## src/hdl/scrgb_pkg.sv

```systemverilog
// ----------------------------------------------------------------------------
// scrgb_pkg
// Shared constants and types for the serial RGB command parser and PWM block.
// ----------------------------------------------------------------------------
package scrgb_pkg;

    localparam int BYTE_W       = 8;
    localparam int BUFFER_DEPTH = 16;
    localparam int CNT_W        = $clog2(BUFFER_DEPTH);
    localparam int NUM_FIELDS   = 3;
    localparam int FIDX_W       = 2;
    localparam int DIGIT_W      = 4;
    localparam int Q_DEPTH      = 2;
    localparam int Q_AW         = $clog2(Q_DEPTH);
    localparam int Q_CW         = $clog2(Q_DEPTH + 1);

    typedef logic [BYTE_W-1:0] t_byte;

    localparam t_byte CHAR_HASH    = 8'h23;
    localparam t_byte CHAR_DOT     = 8'h2E;
    localparam t_byte CHAR_COMMA   = 8'h2C;
    localparam t_byte CHAR_ZERO    = 8'h30;
    localparam t_byte CHAR_NINE    = 8'h39;
    localparam t_byte PERIOD_RESET = 8'd255;
    localparam t_byte DEC_BASE     = 8'd10;

    typedef enum logic [2:0] {
        OP_TICK  = 3'd0,
        OP_HASH  = 3'd1,
        OP_OVF   = 3'd2,
        OP_DIGIT = 3'd3,
        OP_SEP   = 3'd4,
        OP_OTHER = 3'd5
    } t_op;

    typedef struct packed {
        t_op                op;
        logic [DIGIT_W-1:0] digit;
    } t_cmd;

endpackage

```

## src/hdl/scrgb_in_if.sv

```systemverilog
// ----------------------------------------------------------------------------
// scrgb_in_if
// Input channel: serial byte or PWM tick, valid/ready handshake.
// ----------------------------------------------------------------------------
interface scrgb_in_if;
    import scrgb_pkg::*;

    logic  valid;
    logic  ready;
    logic  mode;
    t_byte rx_byte;

    modport source (output valid, mode, rx_byte, input ready);
    modport sink   (input valid, mode, rx_byte, output ready);
endinterface

```

## src/hdl/scrgb_cfg_if.sv

```systemverilog
// ----------------------------------------------------------------------------
// scrgb_cfg_if
// Configuration write channel for the PWM period register.
// ----------------------------------------------------------------------------
interface scrgb_cfg_if;
    import scrgb_pkg::*;

    logic  valid;
    logic  ready;
    t_byte pwm_period;

    modport source (output valid, pwm_period, input ready);
    modport sink   (input valid, pwm_period, output ready);
endinterface

```

## src/hdl/scrgb_out_if.sv

```systemverilog
// ----------------------------------------------------------------------------
// scrgb_out_if
// Result channel: frame flag, current duties and PWM pin levels.
// ----------------------------------------------------------------------------
interface scrgb_out_if;
    import scrgb_pkg::*;

    logic  valid;
    logic  ready;
    logic  frame_done;
    t_byte red_duty;
    t_byte green_duty;
    t_byte blue_duty;
    logic  red_pin;
    logic  green_pin;
    logic  blue_pin;

    modport source (output valid, frame_done, red_duty, green_duty, blue_duty,
                    red_pin, green_pin, blue_pin, input ready);
    modport sink   (input valid, frame_done, red_duty, green_duty, blue_duty,
                    red_pin, green_pin, blue_pin, output ready);
endinterface

```

## src/hdl/scrgb_front.sv

```systemverilog
// ----------------------------------------------------------------------------
// scrgb_front
// Accepts input words, tracks frame length and classifies each word into a
// command for the back end.
// ----------------------------------------------------------------------------
module scrgb_front (
    input  logic             i_clk,
    input  logic             i_rst_n,
    scrgb_in_if.sink         i_in,
    input  logic             i_q_ready,
    output logic             o_push,
    output scrgb_pkg::t_cmd  o_cmd
);
    import scrgb_pkg::*;

    logic [CNT_W-1:0] r_cnt;
    logic [CNT_W-1:0] n_cnt;
    logic             accept;

    assign i_in.ready = i_q_ready;
    assign accept     = i_in.valid && i_q_ready;
    assign o_push     = accept;

    always_comb begin
        o_cmd.op    = OP_OTHER;
        o_cmd.digit = DIGIT_W'(i_in.rx_byte - CHAR_ZERO);
        n_cnt       = r_cnt;
        priority if (i_in.mode) begin
            o_cmd.op = OP_TICK;
        end else if (i_in.rx_byte == CHAR_HASH) begin
            o_cmd.op = OP_HASH;
            n_cnt    = '0;
        end else if (r_cnt >= CNT_W'(BUFFER_DEPTH - 1)) begin
            o_cmd.op = OP_OVF;
            n_cnt    = '0;
        end else begin
            n_cnt = r_cnt + CNT_W'(1);
            if (i_in.rx_byte >= CHAR_ZERO && i_in.rx_byte <= CHAR_NINE) begin
                o_cmd.op = OP_DIGIT;
            end else if (i_in.rx_byte == CHAR_DOT || i_in.rx_byte == CHAR_COMMA) begin
                o_cmd.op = OP_SEP;
            end
        end
    end

    always_ff @(posedge i_clk) begin
        if (!i_rst_n) begin
            r_cnt <= '0;
        end else if (accept) begin
            r_cnt <= n_cnt;
        end
    end

    a_cnt_range: assert property (@(posedge i_clk) disable iff (!i_rst_n)
        r_cnt <= CNT_W'(BUFFER_DEPTH - 1))
        else $error("frame count out of range");

    a_ovf_clears: assert property (@(posedge i_clk) disable iff (!i_rst_n)
        (accept && (o_cmd.op == OP_OVF || o_cmd.op == OP_HASH)) |=> (r_cnt == '0))
        else $error("frame count not cleared");

    a_tick_holds: assert property (@(posedge i_clk) disable iff (!i_rst_n)
        (accept && o_cmd.op == OP_TICK) |=> $stable(r_cnt))
        else $error("tick changed frame count");

endmodule

```

## src/hdl/scrgb_queue.sv

```systemverilog
// ----------------------------------------------------------------------------
// scrgb_queue
// Short command queue between the front and back ends.
// ----------------------------------------------------------------------------
module scrgb_queue (
    input  logic             i_clk,
    input  logic             i_rst_n,
    input  logic             i_push,
    input  scrgb_pkg::t_cmd  i_cmd,
    output logic             o_ready,
    output logic             o_valid,
    output scrgb_pkg::t_cmd  o_cmd,
    input  logic             i_pop
);
    import scrgb_pkg::*;

    t_cmd            r_mem [Q_DEPTH];
    logic [Q_AW-1:0] r_wr_ptr;
    logic [Q_AW-1:0] r_rd_ptr;
    logic [Q_CW-1:0] r_count;
    logic            do_push;
    logic            do_pop;

    assign o_ready = (r_count != Q_CW'(Q_DEPTH));
    assign o_valid = (r_count != '0);
    assign o_cmd   = r_mem[r_rd_ptr];
    assign do_push = i_push && o_ready;
    assign do_pop  = i_pop && o_valid;

    always_ff @(posedge i_clk) begin
        if (do_push) begin
            r_mem[r_wr_ptr] <= i_cmd;
        end
    end

    always_ff @(posedge i_clk) begin
        if (!i_rst_n) begin
            r_wr_ptr <= '0;
            r_rd_ptr <= '0;
            r_count  <= '0;
        end else begin
            if (do_push) begin
                r_wr_ptr <= r_wr_ptr + Q_AW'(1);
            end
            if (do_pop) begin
                r_rd_ptr <= r_rd_ptr + Q_AW'(1);
            end
            r_count <= r_count + Q_CW'(do_push) - Q_CW'(do_pop);
        end
    end

    a_count_range: assert property (@(posedge i_clk) disable iff (!i_rst_n)
        r_count <= Q_CW'(Q_DEPTH))
        else $error("queue overfilled");

    a_no_lost_push: assert property (@(posedge i_clk) disable iff (!i_rst_n)
        !(i_push && !o_ready))
        else $error("push into full queue");

    a_ptr_gap: assert property (@(posedge i_clk) disable iff (!i_rst_n)
        (r_count == '0) |-> (r_wr_ptr == r_rd_ptr))
        else $error("queue pointers out of step");

endmodule

```

## src/hdl/scrgb_back.sv

```systemverilog
// ----------------------------------------------------------------------------
// scrgb_back
// Executes commands: field parse, duty load, PWM counter and result register.
// ----------------------------------------------------------------------------
module scrgb_back (
    input  logic             i_clk,
    input  logic             i_rst_n,
    input  logic             i_q_valid,
    input  scrgb_pkg::t_cmd  i_cmd,
    output logic             o_q_pop,
    scrgb_cfg_if.sink        i_cfg,
    scrgb_out_if.source      o_res
);
    import scrgb_pkg::*;

    t_byte             r_period;
    t_byte             r_acc;
    logic [FIDX_W-1:0] r_fidx;
    t_byte             r_fields [NUM_FIELDS];
    t_byte             r_duty   [NUM_FIELDS];
    t_byte             r_pwm;

    t_byte             n_acc;
    logic [FIDX_W-1:0] n_fidx;
    t_byte             n_fields [NUM_FIELDS];
    t_byte             n_duty   [NUM_FIELDS];
    t_byte             n_pwm;
    logic              n_done;

    logic              r_out_valid;
    logic              r_done;
    t_byte             r_out_duty [NUM_FIELDS];
    logic              r_out_pin  [NUM_FIELDS];

    logic              take;
    logic              fidx_ok;

    assign take       = i_q_valid && (!r_out_valid || o_res.ready);
    assign o_q_pop    = take;
    assign fidx_ok    = (r_fidx < FIDX_W'(NUM_FIELDS));
    assign i_cfg.ready = 1'b1;

    always_comb begin
        n_acc    = r_acc;
        n_fidx   = r_fidx;
        n_fields = r_fields;
        n_duty   = r_duty;
        n_pwm    = r_pwm;
        n_done   = 1'b0;
        unique case (i_cmd.op)
            OP_TICK: begin
                n_pwm = (r_pwm >= r_period) ? '0 : r_pwm + 8'd1;
            end
            OP_HASH: begin
                for (int k = 0; k < NUM_FIELDS; k++) begin
                    n_duty[k]   = (fidx_ok && r_fidx == FIDX_W'(k)) ? r_acc : r_fields[k];
                    n_fields[k] = '0;
                end
                n_acc  = '0;
                n_fidx = '0;
                n_done = 1'b1;
            end
            OP_OVF: begin
                for (int k = 0; k < NUM_FIELDS; k++) begin
                    n_fields[k] = '0;
                end
                n_acc  = '0;
                n_fidx = '0;
            end
            OP_DIGIT: begin
                if (fidx_ok) begin
                    n_acc = r_acc * DEC_BASE + BYTE_W'(i_cmd.digit);
                end
            end
            OP_SEP: begin
                if (fidx_ok) begin
                    for (int k = 0; k < NUM_FIELDS; k++) begin
                        if (r_fidx == FIDX_W'(k)) begin
                            n_fields[k] = r_acc;
                        end
                    end
                    n_fidx = r_fidx + FIDX_W'(1);
                    n_acc  = '0;
                end
            end
            default: begin
            end
        endcase
    end

    always_ff @(posedge i_clk) begin
        if (!i_rst_n) begin
            r_period    <= PERIOD_RESET;
            r_acc       <= '0;
            r_fidx      <= '0;
            r_pwm       <= '0;
            r_out_valid <= 1'b0;
            for (int k = 0; k < NUM_FIELDS; k++) begin
                r_fields[k] <= '0;
                r_duty[k]   <= '0;
            end
        end else begin
            if (i_cfg.valid) begin
                r_period <= i_cfg.pwm_period;
            end
            if (take) begin
                r_acc       <= n_acc;
                r_fidx      <= n_fidx;
                r_pwm       <= n_pwm;
                r_fields    <= n_fields;
                r_duty      <= n_duty;
                r_out_valid <= 1'b1;
            end else if (o_res.ready) begin
                r_out_valid <= 1'b0;
            end
        end
    end

    always_ff @(posedge i_clk) begin
        if (take) begin
            r_done <= n_done;
            for (int k = 0; k < NUM_FIELDS; k++) begin
                r_out_duty[k] <= n_duty[k];
                r_out_pin[k]  <= (n_pwm < n_duty[k]);
            end
        end
    end

    assign o_res.valid      = r_out_valid;
    assign o_res.frame_done = r_done;
    assign o_res.red_duty   = r_out_duty[0];
    assign o_res.green_duty = r_out_duty[1];
    assign o_res.blue_duty  = r_out_duty[2];
    assign o_res.red_pin    = r_out_pin[0];
    assign o_res.green_pin  = r_out_pin[1];
    assign o_res.blue_pin   = r_out_pin[2];

    a_hash_restart: assert property (@(posedge i_clk) disable iff (!i_rst_n)
        (take && i_cmd.op == OP_HASH) |=> (r_fidx == '0 && r_acc == '0 && r_done))
        else $error("parse not restarted after frame end");

    a_tick_no_done: assert property (@(posedge i_clk) disable iff (!i_rst_n)
        (take && i_cmd.op == OP_TICK) |=> !r_done)
        else $error("frame flag on tick");

    a_zero_period: assert property (@(posedge i_clk) disable iff (!i_rst_n)
        (take && i_cmd.op == OP_TICK && r_period == '0) |=> (r_pwm == '0))
        else $error("counter moved with zero period");

    a_fidx_range: assert property (@(posedge i_clk) disable iff (!i_rst_n)
        r_fidx <= FIDX_W'(NUM_FIELDS))
        else $error("field index out of range");

endmodule

```

## src/hdl/serial_rgb_command_pwm_top.sv

```systemverilog
// ----------------------------------------------------------------------------
// serial_rgb_command_pwm_top
// Serial RGB frame parser ("R.G.B#") driving a three channel PWM generator.
//
//   port     dir  handshake      payload
//   i_in     in   valid/ready    mode, rx_byte
//   i_cfg    in   valid/ready    pwm_period
//   o_res    out  valid/ready    frame_done, red/green/blue_duty, *_pin
//
// One word per cycle unless o_res stalls; a word is queued, then registered.
// The front end owns the frame length count, the back end the field parse,
// duties and PWM counter; a two-entry queue between them absorbs stalls.
// Output stalls fill the result register and then the queue before i_in
// drops ready. Synchronous reset clears all parse state, duties and counter
// and sets the period to 255; no clearing pass.
// ----------------------------------------------------------------------------
module serial_rgb_command_pwm_top (
    input  logic         i_clk,
    input  logic         i_rst_n,
    scrgb_in_if.sink     i_in,
    scrgb_cfg_if.sink    i_cfg,
    scrgb_out_if.source  o_res
);
    import scrgb_pkg::*;

    logic q_push;
    logic q_ready;
    logic q_valid;
    logic q_pop;
    t_cmd front_cmd;
    t_cmd back_cmd;

    scrgb_front u_front (
        .i_clk     (i_clk),
        .i_rst_n   (i_rst_n),
        .i_in      (i_in),
        .i_q_ready (q_ready),
        .o_push    (q_push),
        .o_cmd     (front_cmd)
    );

    scrgb_queue u_queue (
        .i_clk   (i_clk),
        .i_rst_n (i_rst_n),
        .i_push  (q_push),
        .i_cmd   (front_cmd),
        .o_ready (q_ready),
        .o_valid (q_valid),
        .o_cmd   (back_cmd),
        .i_pop   (q_pop)
    );

    scrgb_back u_back (
        .i_clk     (i_clk),
        .i_rst_n   (i_rst_n),
        .i_q_valid (q_valid),
        .i_cmd     (back_cmd),
        .o_q_pop   (q_pop),
        .i_cfg     (i_cfg),
        .o_res     (o_res)
    );

endmodule
```

## src/flat_wrapper.sv

```systemverilog
// flat-port wrapper written by rule: the top's interface ports become plain ports
module serial_rgb_command_pwm_top_flat import scrgb_pkg::*;
  (i_clk, i_rst_n, i_in_valid, i_in_mode, i_in_rx_byte, i_in_ready, i_cfg_valid, i_cfg_pwm_period, i_cfg_ready, o_res_valid, o_res_frame_done, o_res_red_duty, o_res_green_duty, o_res_blue_duty, o_res_red_pin, o_res_green_pin, o_res_blue_pin, o_res_ready);
  scrgb_in_if i_in_i ();
  scrgb_cfg_if i_cfg_i ();
  scrgb_out_if o_res_i ();
  input  logic i_clk;
  input  logic i_rst_n;
  input wire logic [$bits(i_in_i.valid)-1:0] i_in_valid;
  input wire logic [$bits(i_in_i.mode)-1:0] i_in_mode;
  input wire logic [$bits(i_in_i.rx_byte)-1:0] i_in_rx_byte;
  output wire logic [$bits(i_in_i.ready)-1:0] i_in_ready;
  input wire logic [$bits(i_cfg_i.valid)-1:0] i_cfg_valid;
  input wire logic [$bits(i_cfg_i.pwm_period)-1:0] i_cfg_pwm_period;
  output wire logic [$bits(i_cfg_i.ready)-1:0] i_cfg_ready;
  output wire logic [$bits(o_res_i.valid)-1:0] o_res_valid;
  output wire logic [$bits(o_res_i.frame_done)-1:0] o_res_frame_done;
  output wire logic [$bits(o_res_i.red_duty)-1:0] o_res_red_duty;
  output wire logic [$bits(o_res_i.green_duty)-1:0] o_res_green_duty;
  output wire logic [$bits(o_res_i.blue_duty)-1:0] o_res_blue_duty;
  output wire logic [$bits(o_res_i.red_pin)-1:0] o_res_red_pin;
  output wire logic [$bits(o_res_i.green_pin)-1:0] o_res_green_pin;
  output wire logic [$bits(o_res_i.blue_pin)-1:0] o_res_blue_pin;
  input wire logic [$bits(o_res_i.ready)-1:0] o_res_ready;
  assign i_in_i.valid = i_in_valid;
  assign i_in_i.mode = i_in_mode;
  assign i_in_i.rx_byte = i_in_rx_byte;
  assign i_in_ready = i_in_i.ready;
  assign i_cfg_i.valid = i_cfg_valid;
  assign i_cfg_i.pwm_period = i_cfg_pwm_period;
  assign i_cfg_ready = i_cfg_i.ready;
  assign o_res_valid = o_res_i.valid;
  assign o_res_frame_done = o_res_i.frame_done;
  assign o_res_red_duty = o_res_i.red_duty;
  assign o_res_green_duty = o_res_i.green_duty;
  assign o_res_blue_duty = o_res_i.blue_duty;
  assign o_res_red_pin = o_res_i.red_pin;
  assign o_res_green_pin = o_res_i.green_pin;
  assign o_res_blue_pin = o_res_i.blue_pin;
  assign o_res_i.ready = o_res_ready;
  serial_rgb_command_pwm_top u_core (.i_clk(i_clk), .i_rst_n(i_rst_n), .i_in(i_in_i), .i_cfg(i_cfg_i), .o_res(o_res_i));
endmodule
```

## config.mk

```make
export PLATFORM = sky130hd
export DESIGN_NAME = serial_rgb_command_pwm_top_flat
export DESIGN_NICKNAME = d
export VERILOG_FILES = /design/src/hdl/scrgb_pkg.sv /design/src/hdl/scrgb_in_if.sv /design/src/hdl/scrgb_cfg_if.sv /design/src/hdl/scrgb_out_if.sv /design/src/hdl/scrgb_front.sv /design/src/hdl/scrgb_queue.sv /design/src/hdl/scrgb_back.sv /design/src/hdl/serial_rgb_command_pwm_top.sv /design/src/flat_wrapper.sv
export SDC_FILE = /design/constraint.sdc
export NUM_CORES = 1
export LEC_CHECK = 0
export ABC_AREA = 1
export BUFFER_PORTS_ARGS = -buffer_cell sky130_fd_sc_hd__clkbuf_2
export CAP_MARGIN = 20
export CELL_PAD_IN_SITES_DETAIL_PLACEMENT = 1
export CELL_PAD_IN_SITES_GLOBAL_PLACEMENT = 1
export CORE_MARGIN = 3
export CORE_UTILIZATION = 35
export CTS_BUF_LIST = sky130_fd_sc_hd__clkbuf_8
export CTS_CLUSTER_DIAMETER = 200
export DETAILED_ROUTE_END_ITERATION = 16
export GPL_ROUTABILITY_DRIVEN = 0
export PLACE_DENSITY_LB_ADDON = 0.1
export SETUP_SLACK_MARGIN = 0.02
export SYNTH_ARGS = -nofsm -noshare
export SYNTH_HDL_FRONTEND = slang
export SYNTH_SLANG_ARGS = --single-unit
```

## constraint.sdc

```tcl
create_clock -name i_clk -period 8.2 [get_ports i_clk]
set_input_delay 1.64 -clock i_clk [delete_from_list [all_inputs] [get_ports i_clk]]
set_output_delay 1.64 -clock i_clk [all_outputs]
set_load 0.005 [all_outputs]
```

# --- Word-level counts from Yosys, hierarchy flattened ---
# Memories as Yosys holds them, arrays and structs flattened. A register that Yosys moved wholly into a read port is not among the register bits.
# Cells that the tools add are included.
totals:
  mem_count: 3
  ramBits: 41
  word_cells: 109
  register_bits: 84
  input_bits: 22
op_classes:
  n_addsub: 9
  order_cmp: 8
  n_eq_ne: 15
  muxes: 32
  bitwise_logic: 1
  multipliers: 1
  n_reduce_logical: 24
mem_list:
  columns: ["memory", "words", "word_bits", "read_ports", "rd_clocked_by_memory_dff", "write_ports", "line_no", "source"]
  rows:
  - ["u_core.u_back.r_out_duty", 3, 8, 3, 0, 3, "scrgb_back.sv:32", "t_byte r_out_duty [NUM_FIELDS];"]
  - ["u_core.u_queue.r_mem", 2, 7, 1, 1, 1, "scrgb_queue.sv:17", "t_cmd r_mem [Q_DEPTH];"]
  - ["u_core.u_back.r_out_pin", 3, 1, 3, 0, 3, "scrgb_back.sv:33", "logic r_out_pin [NUM_FIELDS];"]
op_table:
  columns: ["operator", "count"]
  rows:
  - ["$mux W8", 10]
  - ["$mux W24", 2]
  - ["$pmux W24 S2", 1]
  - ["$eq A8 B6 Y1 const B", 3]
  - ["$lt A8 B8 Y1", 3]
  - ["$pmux W8 S3", 1]
  - ["$reduce_and A4 Y1", 4]
  - ["$mux W3", 4]
  - ["$ne A2 B2 Y1 const B", 6]
  - ["$mux W1", 10]
  - ["$add A8 B1 Y8 const B", 1]
  - ["$add A8 B4 Y8", 1]
  - ["$ge A8 B6 Y1 const B", 1]
  - ["$ge A8 B8 Y1", 1]
  - ["$le A8 B6 Y1 const B", 1]
  - ["$logic_and A1 B1 Y1", 8]
  - ["$mul A8 B3 Y7 const B", 1]
  - ["$mux W4", 2]
  - ["$eq A3 B2 Y1 const B", 2]
  - ["$reduce_bool A2 Y1", 3]
  - ["$add A4 B1 Y4 const B", 1]
  - ["$ge A4 B4 Y1 const B", 1]
  - ["$pmux W2 S2", 1]
  - ["$sub A4 B1 Y4 const B", 1]
  - ["19 further kinds", 21]

# --- Logic depth before layout (Yosys ltp) ---
# Gate-level depths: netlist of the first run.
depth:
  depth_word: 7
  ltp_mapped: 18
  mapped_depth_nobuf: 18

# --- Hierarchy ---
# A second synthesis of the first run with hierarchy kept.
unflattened:
  hier_cells: 820
  hier_area_um2: 6705.2
modules_own_cells:
  columns: ["mod", "seq_area_each_um2", "cells_per_inst", "area_per_inst_um2", "n_inst"]
  rows:
  - ["scrgb_back", 2342.2, 699, 5542.8, 1]
  - ["scrgb_queue", 520.5, 58, 759.5, 1]
  - ["scrgb_front", 80.1, 63, 402.9, 1]

# --- Least setup slack after synthesis of the first run ---
# No wires, ideal clock.
synth_timing:
  kind: "input -> register"
  start: "in o_res_ready"
  end: "reg u_core.u_queue.r_count[1]"
  path_slack_ps: 4063
  arrival_ps: 4067
  path_buffers: 2
  cell_stages: 10
  cell_sequence: "nor2_1 a21oi_1 clkbuf_1 clkbuf_1 ha_1 inv_1 ha_1 xor2_1 o21ai_0 a21oi_1"
synth_via:
  elab_chain_len: 4
synth_rtl:
  columns: ["element", "line_no", "source"]
  rows:
  - ["from (decl)", "flat_wrapper.sv:24", "input wire logic [$bits(o_res_i.ready)-1:0] o_res_ready;"]
  - ["$logic_or A1 B1 Y1", "scrgb_back.sv:38", "assign take = i_q_valid && (!r_out_valid || o_res.ready);"]
  - ["$logic_and A1 B1 Y1", "scrgb_back.sv:38", null]
  - ["named net u_core.q_pop", "serial_rgb_command_pwm_top.sv:29", "logic q_pop;"]
  - ["$logic_and A1 B1 Y1", "scrgb_queue.sv:28", "assign do_pop = i_pop && o_valid;"]
  - ["$sub A2 B1 Y2", "scrgb_queue.sv:48", "r_count <= r_count + Q_CW'(do_push) - Q_CW'(do_pop);"]
  - ["to (signal assigned)", "scrgb_queue.sv:48", null]
  - ["to (decl)", "scrgb_queue.sv:20", "logic [Q_CW-1:0] r_count;"]
# The timed path passes the listed nets, and every way through them passes these cells.
# A chain may end at the register's enable or synchronous reset.

# --- Worst setup path in the final report of the first run ---
layout_timing:
  start: "in o_res_ready"
  end: "reg u_core.u_back.r_fields[12] in the netlist's numbering"
layout_via:
  elab_chain_len: 3
layout_rtl:
  columns: ["element", "line_no", "source"]
  rows:
  - ["$logic_or A1 B1 Y1", "scrgb_back.sv:38", null]
  - ["$logic_and A1 B1 Y1", "scrgb_back.sv:38", null]
  - ["$reduce_and A4 Y1 (no line)", null, null]
  - ["to (signal assigned)", "scrgb_back.sv:110", "r_fields <= n_fields;"]
  - ["to (decl)", "scrgb_back.sv:19", "t_byte r_fields [NUM_FIELDS];"]
# No other way between the ends.

==> flow_summary_export.csv, run 1 <==
group,metric,value,unit
clock_network,htree_levels,4,
synthesis,syn_inst,815,
clock_network,clk_pin_slew_worst_paths,0.07,ns
worst_setup_path,crit_type,"input pin to flip-flop",
placement,pre_cts_slack,4.43,ns
sta,tightestPinTransition,1.02,ns
worst_setup_path,worstReg2RegEnd,"u_core.u_back.r_out_pin[0][1]",
synthesis,synth_edf_count,42,
die,chipWidth,144,um
route,top_layer,"met4",
grt,grt_pass1_wl,28400,um
synthesis,synth_fp_nets,889,
worst_setup_path,endpoint,"u_core.u_back.r_fields[12]",
synthesis,yosysSeqAreaShare,0.441,
cells_and_area,drive_above_1_share,0.142,
synthesis,synth_top_cell_by_area,"dfxtp_1",
pwr,pwr-share-seq,0.351,
sta,report.final.slew_viol_count,0,
pwr,combPwrFrac,0.495,
route,vias,5487,
route,wl,17400,um
worst_setup_path,cp_common_cell,"nor2_1",
pwr,ir_drop,148,uV
worst_setup_path,path_cells,"clkbuf_2 -> nor2_1 -> a21oi_4 -> buf_4 -> o21ai_0 -> nor3_1 -> o21ai_1 -> nor2_1 -> nor2_1",
cells_and_area,regArea,2940,um2
synthesis,ys_top_cells_by_area,"dfxtp_1, edfxtp_1, nand2_1",
synthesis,synth_cell_types,45,
worst_setup_path,required,8.54,ns
route,met2WireLength,8440,um
synthesis,synth-warning-count,0,
hold_path,hp-class,"flip-flop to flip-flop",
sta,clock_skew,0.0135,ns
sta,timing.fmax,0.303,GHz
hold_path,worstHoldStart,"u_core.u_queue.r_rd_ptr",
cells_and_area,multi_input_area,3140,um2
cells_and_area,antennaDiodeCount,0,
clock_network,cts_tree,"built",
clock_network,cts_resized,0,
status,status,"complete, no violations",
clock_network,ctsLongestPathBuffers,2,
grt,grt-ovfl-total,0,
synthesis,ys_top_cells_by_count,"nand2_1, inv_1, nor2_1",
flow_run,cap_violations,0,
worst_setup_path,path_max_fanout,92,
grt,antenna_found_initial,0,
clock_network,insertion_delay,0.45,ns
route,first_pass_iters,5,
worst_setup_path,crit_slowest_cell,"buf_4",
worst_setup_path,end_kind,"flip-flop",
placement,place_area,7100,um2
route,viasPerCell,4.98,
pwr,p_sw_frac,0.454,
worst_setup_path,cp-startpoint,"o_res_ready",
pwr,power.internal,1.71,mW
clock_network,cts_setup_buffers,0,
cells_and_area,utilization,0.406,
route,drt_iter0_drc,219,
placement,hpwl,12800,um
die,io_pins,53,
worst_setup_path,cp-start-kind,"input pin",
pwr,power.share.clock,0.153,
cells_and_area,fillers,2228,
synthesis,yosysMostFrequentCell,"nand2_1",
sta,final.setup.tns,0,ns
grt,grt_use_total,0.175,
cells_and_area,area_growth,11.6,%
cells_and_area,finalInstanceArea,7440,um2
die,fp.dieArea,20700,um2
clock_network,cts-root-buf,"clkbuf_8",
sta,fin_crit,3.30,ns
pwr,cellLeakagePower,3.56,nW
sta,final_hold_viol_count,0,
sta,rsz0062_at_grt,"no",
grt,grt_pass1_vias,5607,
worst_setup_path,reg2regPathDepth,11,
sta,setup_ws,4.90,ns
route,ant_nets,0,
synthesis,synth_ff_type,"dfxtp_1",
grt,grt_max_degree,93,
sta,fin_crit_sh,0.402,
pwr,power.density,421,nW/um2
route,wl_per_cell,15.8,um
route,wl_met3,489,um
worst_setup_path,critPathArrivalTime,3.63,ns
worst_setup_path,rrSetupSlack,5.07,ns
clock_network,numCtsBuffers,17,
sta,setup_violations,0,
route,drt-met1-wl,8300,um
synthesis,synth_top_area_frac,0.252,
synthesis,avgSynthCellArea,8.18,um2
clock_network,postCtsHoldBufs,0,
pwr,p_switching,1.42,mW
route,drc,0,
synthesis,ys_ff_latch,126,
clock_network,cts_num_sinks,126,
placement,port_buffers,51,
die,die_h,144,um
die,coreArea,18300,um2
sta,slew_headroom,0.319,
synthesis,async_reset_ff_frac,0,
synthesis,syn_area,6670,um2
cells_and_area,finalNetCount,934,
worst_setup_path,cpPeakStageDelay,0.74,ns
sta,holdWs,0.479,ns
die,start_util,0.364,
die,placementRows,49,
[cells in the final DEF (no fill, tap or decap), drive strengths merged, types with 5 or more instances in the layout]
cell type  instances
clkbuf            68
nand3             12
inv              121
dfxtp             84
a211oi             9
nand2            188
clkinvlp           6
nor3               5
edfxtp            42
o21ai             63
a21oi             60
o211ai            42
nor2              90
clkinv             7
ha                50
[kinds of logic after synthesis]
group,after synthesis,synth area share
DFF,126,0.441
xor gates and xnor gates,7,0.00920
buffers and inverters,147,0.0893
other,1,0.000563
AOI/OAI and AO/OA,180,0.162
adders and majority gates,52,0.0999
and+or+nand+nor,302,0.198
[final cells by class]
type / count / share of cell area
Inverter: 120 / 0.0620
Multi-Input combinational cell: 542 / 0.422
Clock buffer: 17 / 0.0314
Timing Repair Buffer: 53 / 0.0363
Sequential cell: 126 / 0.395
Tap cell: 229 / 0.0385
Clock inverter: 15 / 0.0145
[critical path: cells and delay by family]
kind,cells,cell delay (ns)
simple gates,4,0.56
compound gates,3,0.57
buf+inv,2,0.81
[power groups by stage]
stage	Sequential, mW	Clock, mW	Combinational [mW]
floorplan	1.07	0	1.14
CTS	1.10	0.499	1.58
global route	1.13	0.526	1.79
finish	1.10	0.480	1.55
global placement	1.10	0	1.50
detailed placement	1.11	0	1.57
[per-stage QoR]
stage	total power, mW	instances
finish	3.13	1102
global route	3.45	1102
CTS	3.18	1102
detailed placement	2.69	1070
global placement	2.60	1070
floorplan	2.22	815
[flip-flops by register name (all words and copies together), names as in the netlist, 3 cells and up, named ones only]
name                      flops
u_core.u_back.r_duty         24
u_core.u_back.r_period        8
u_core.u_front.r_cnt          4
u_core.u_back.r_acc           8
u_core.u_back.r_out_pin       3
u_core.u_back.r_fields       24
u_core.u_back.r_out_duty     24
u_core.u_queue.r_mem         14
u_core.u_back.r_pwm           8
[layer usage]
| layer | global-route usage | vias up |
|---|---|---|
| li1 | - | 2773 |
| met1 | 0.223 | 2636 |
| met2 | 0.305 | 61 |
| met3 | 0.0370 | 17 |
| met4 | 0.0431 | 0 |
| met5 | 0 | - |
[worst min-delay path by stage]
stage               cells after the start                        end  slack, ns
finish                                  1                  flip-flop       0.48
global route                            2  u_core.u_back.r_fields[7]       0.50
CTS                                     1                  flip-flop       0.48
detailed placement                      2    u_core.u_front.r_cnt[3]       0.47
global placement                        1    u_core.u_queue.r_rd_ptr       0.44
floorplan                               1                  flip-flop       0.43
No activity file was read; power rests on OpenSTA's default activity.
==> inputs of run 2 (changes only) <==
==> constraint.sdc (replaced) <==
create_clock -name i_clk -period 3.2 [get_ports i_clk]
set_input_delay 0.64 -clock i_clk [delete_from_list [all_inputs] [get_ports i_clk]]
set_output_delay 0.64 -clock i_clk [all_outputs]
set_load 0.005 [all_outputs]
==> flow_summary_export.csv, run 2 (same netlist as run 1, synthesis figures left out) <==
group,metric,value,unit
clock_network,cts_setup_buffers,0,
cells_and_area,area_growth,12.6,%
sta,final_hold_viol_count,0,
worst_setup_path,critPathArrivalTime,2.97,ns
clock_network,insertion_delay,0.45,ns
worst_setup_path,end_kind,"flip-flop",
cells_and_area,reg_top3,"u_core.u_back.r_duty: 24 flops, u_core.u_back.r_fields: 24 flops, u_core.u_back.r_out_duty: 24 flops",
grt,grt_use_total,0.177,
sta,fin_crit_sh,0.867,
clock_network,ctsLongestPathBuffers,2,
sta,timing.fmax,0.360,GHz
worst_setup_path,cp_common_cell,"nand3_1",
route,drt_iter0_drc,187,
worst_setup_path,path_cells,"nand2_1 -> nand2_4 -> nand3_4 -> clkinv_2 -> nand3_1 -> nor2_1 -> nand3_1 -> nand3_1 -> inv_1 -> ha_1 -> nand2_1 -> o21ai_0 -> a21oi_1",
clock_network,cts_num_sinks,126,
cells_and_area,final_cell_mix,"nand2_1, inv_1, nor2_1",
die,start_util,0.364,
clock_network,clk_pin_slew_worst_paths,0.08,ns
worst_setup_path,path_max_fanout,10,
cells_and_area,antennaDiodeCount,0,
sta,rsz0062_at_grt,"no",
grt,antenna_found_initial,0,
grt,grt_pass1_wl,28800,um
worst_setup_path,cp_top_family,"simple AND/OR/NAND/NOR gates",
route,viasPerCell,4.94,
status,status,"complete, no violations",
sta,tightestPinTransition,0.922,ns
sta,clock_skew,0.0150,ns
worst_setup_path,required,3.40,ns
grt,grt_pass1_vias,5741,
hold_path,hp-class,"input pin to flip-flop",
worst_setup_path,crit_slowest_cell,"dfxtp_1",
sta,fin_crit,2.77,ns
clock_network,numCtsBuffers,17,
die,placementRows,49,
route,first_pass_iters,4,
flow_run,cap_violations,0,
sta,final.setup.tns,0,ns
placement,place_area,7110,um2
cells_and_area,finalNetCount,935,
worst_setup_path,rrSetupSlack,0.43,ns
clock_network,postCtsHoldBufs,0,
worst_setup_path,cpPeakStageDelay,0.68,ns
cells_and_area,final_common_cell,"nand2_1",
die,fp.dieArea,20700,um2
cells_and_area,drive_above_1_share,0.146,
die,chipWidth,144,um
clock_network,htree_levels,4,
clock_network,cts_resized,0,
grt,grt_max_degree,88,
pwr,totalPowerFinal,8.21,mW
route,wl,17400,um
die,coreArea,18300,um2
pwr,cellLeakagePower,3.61,nW
placement,hpwl,13000,um
worst_setup_path,critPathBufInv,2,
pwr,power.density,1090,nW/um2
die,io_pins,53,
route,wl_per_cell,15.7,um
grt,grt-ovfl-total,0,
cells_and_area,finalInstanceArea,7510,um2
sta,report.final.slew_viol_count,0,
pwr,ir_drop,338,uV
sta,setup_violations,0,
placement,port_buffers,51,
route,vias,5445,
route,drc,0,
sta,slew_headroom,0.386,
worst_setup_path,crit_type,"flip-flop to flip-flop",
die,die_h,144,um
worst_setup_path,cp-start-kind,"flip-flop",
clock_network,cts_tree,"built",
route,ant_nets,0,
cells_and_area,fillers,2257,
clock_network,cts-root-buf,"clkbuf_8",
-- run 2: cell type report --
class,count,area (um2),area share
clock buffer,18,248,0.0330
clock inverter,14,150,0.0200
inverter,120,462,0.0615
multi-input combinational,542,3140,0.418
sequential,126,2940,0.392
tap,229,287,0.0382
timing repair buffer,54,278,0.0370
-- run 2: final timing paths --
kind	start	to	cells past startpoint
setup / recovery	flip-flop	u_core.u_back.r_out_pin[0][2]	13
hold / removal	i_cfg_pwm_period[6]	u_core.u_back.r_period[6]	3
setup reg to reg	flip-flop	u_core.u_back.r_out_pin[0][2]	13
hold reg to reg	u_core.u_queue.r_rd_ptr	u_core.u_queue.r_rd_ptr	1
-- run 2: routing by layer --
| metal | wire [um] | share of wire | vias to the layer above | track usage |
|---|---|---|---|---|
| met5 | 0 | 0 | - | 0 |
| met2 | 8370 | 0.48 | 70 | 0.304 |
| li1 | - | - | 2773 | - |
| met3 | 476 | 0.027 | 16 | 0.0377 |
| met1 | 8340 | 0.48 | 2586 | 0.229 |
| met4 | 167 | 0.0096 | 0 | 0.0426 |
-- run 2: report_power, final --
group / leakage (nW) / switching, mW / internal, mW
registers: 1.10 / 0.384 / 2.44
logic: 2.31 / 2.60 / 1.35
clock network: 0.204 / 0.655 / 0.776
-- run 2: stage by stage --
stage	hold WS [ns]	util	cells	setup slack [ns]
after floorplan	0.426	-	815	0.0633
after global placement	0.438	0.388	1071	0.558
after detailed placement	0.449	0.388	1071	0.433
after CTS	0.379	0.409	1103	0.412
after global routing	0.385	0.409	1103	0.167
final	0.404	0.409	1103	0.426
-- run 2: worst reg2reg max path: cells and delay by family (launching register included) --
family                   cells  cell delay, ns
flip-flops                   1            0.68
AND/OR/NAND/NOR              8            1.09
AO/OA/AOI/OAI                2            0.22
adder cells (fa/ha/maj)      1            0.31
buffers and inverters        2            0.23
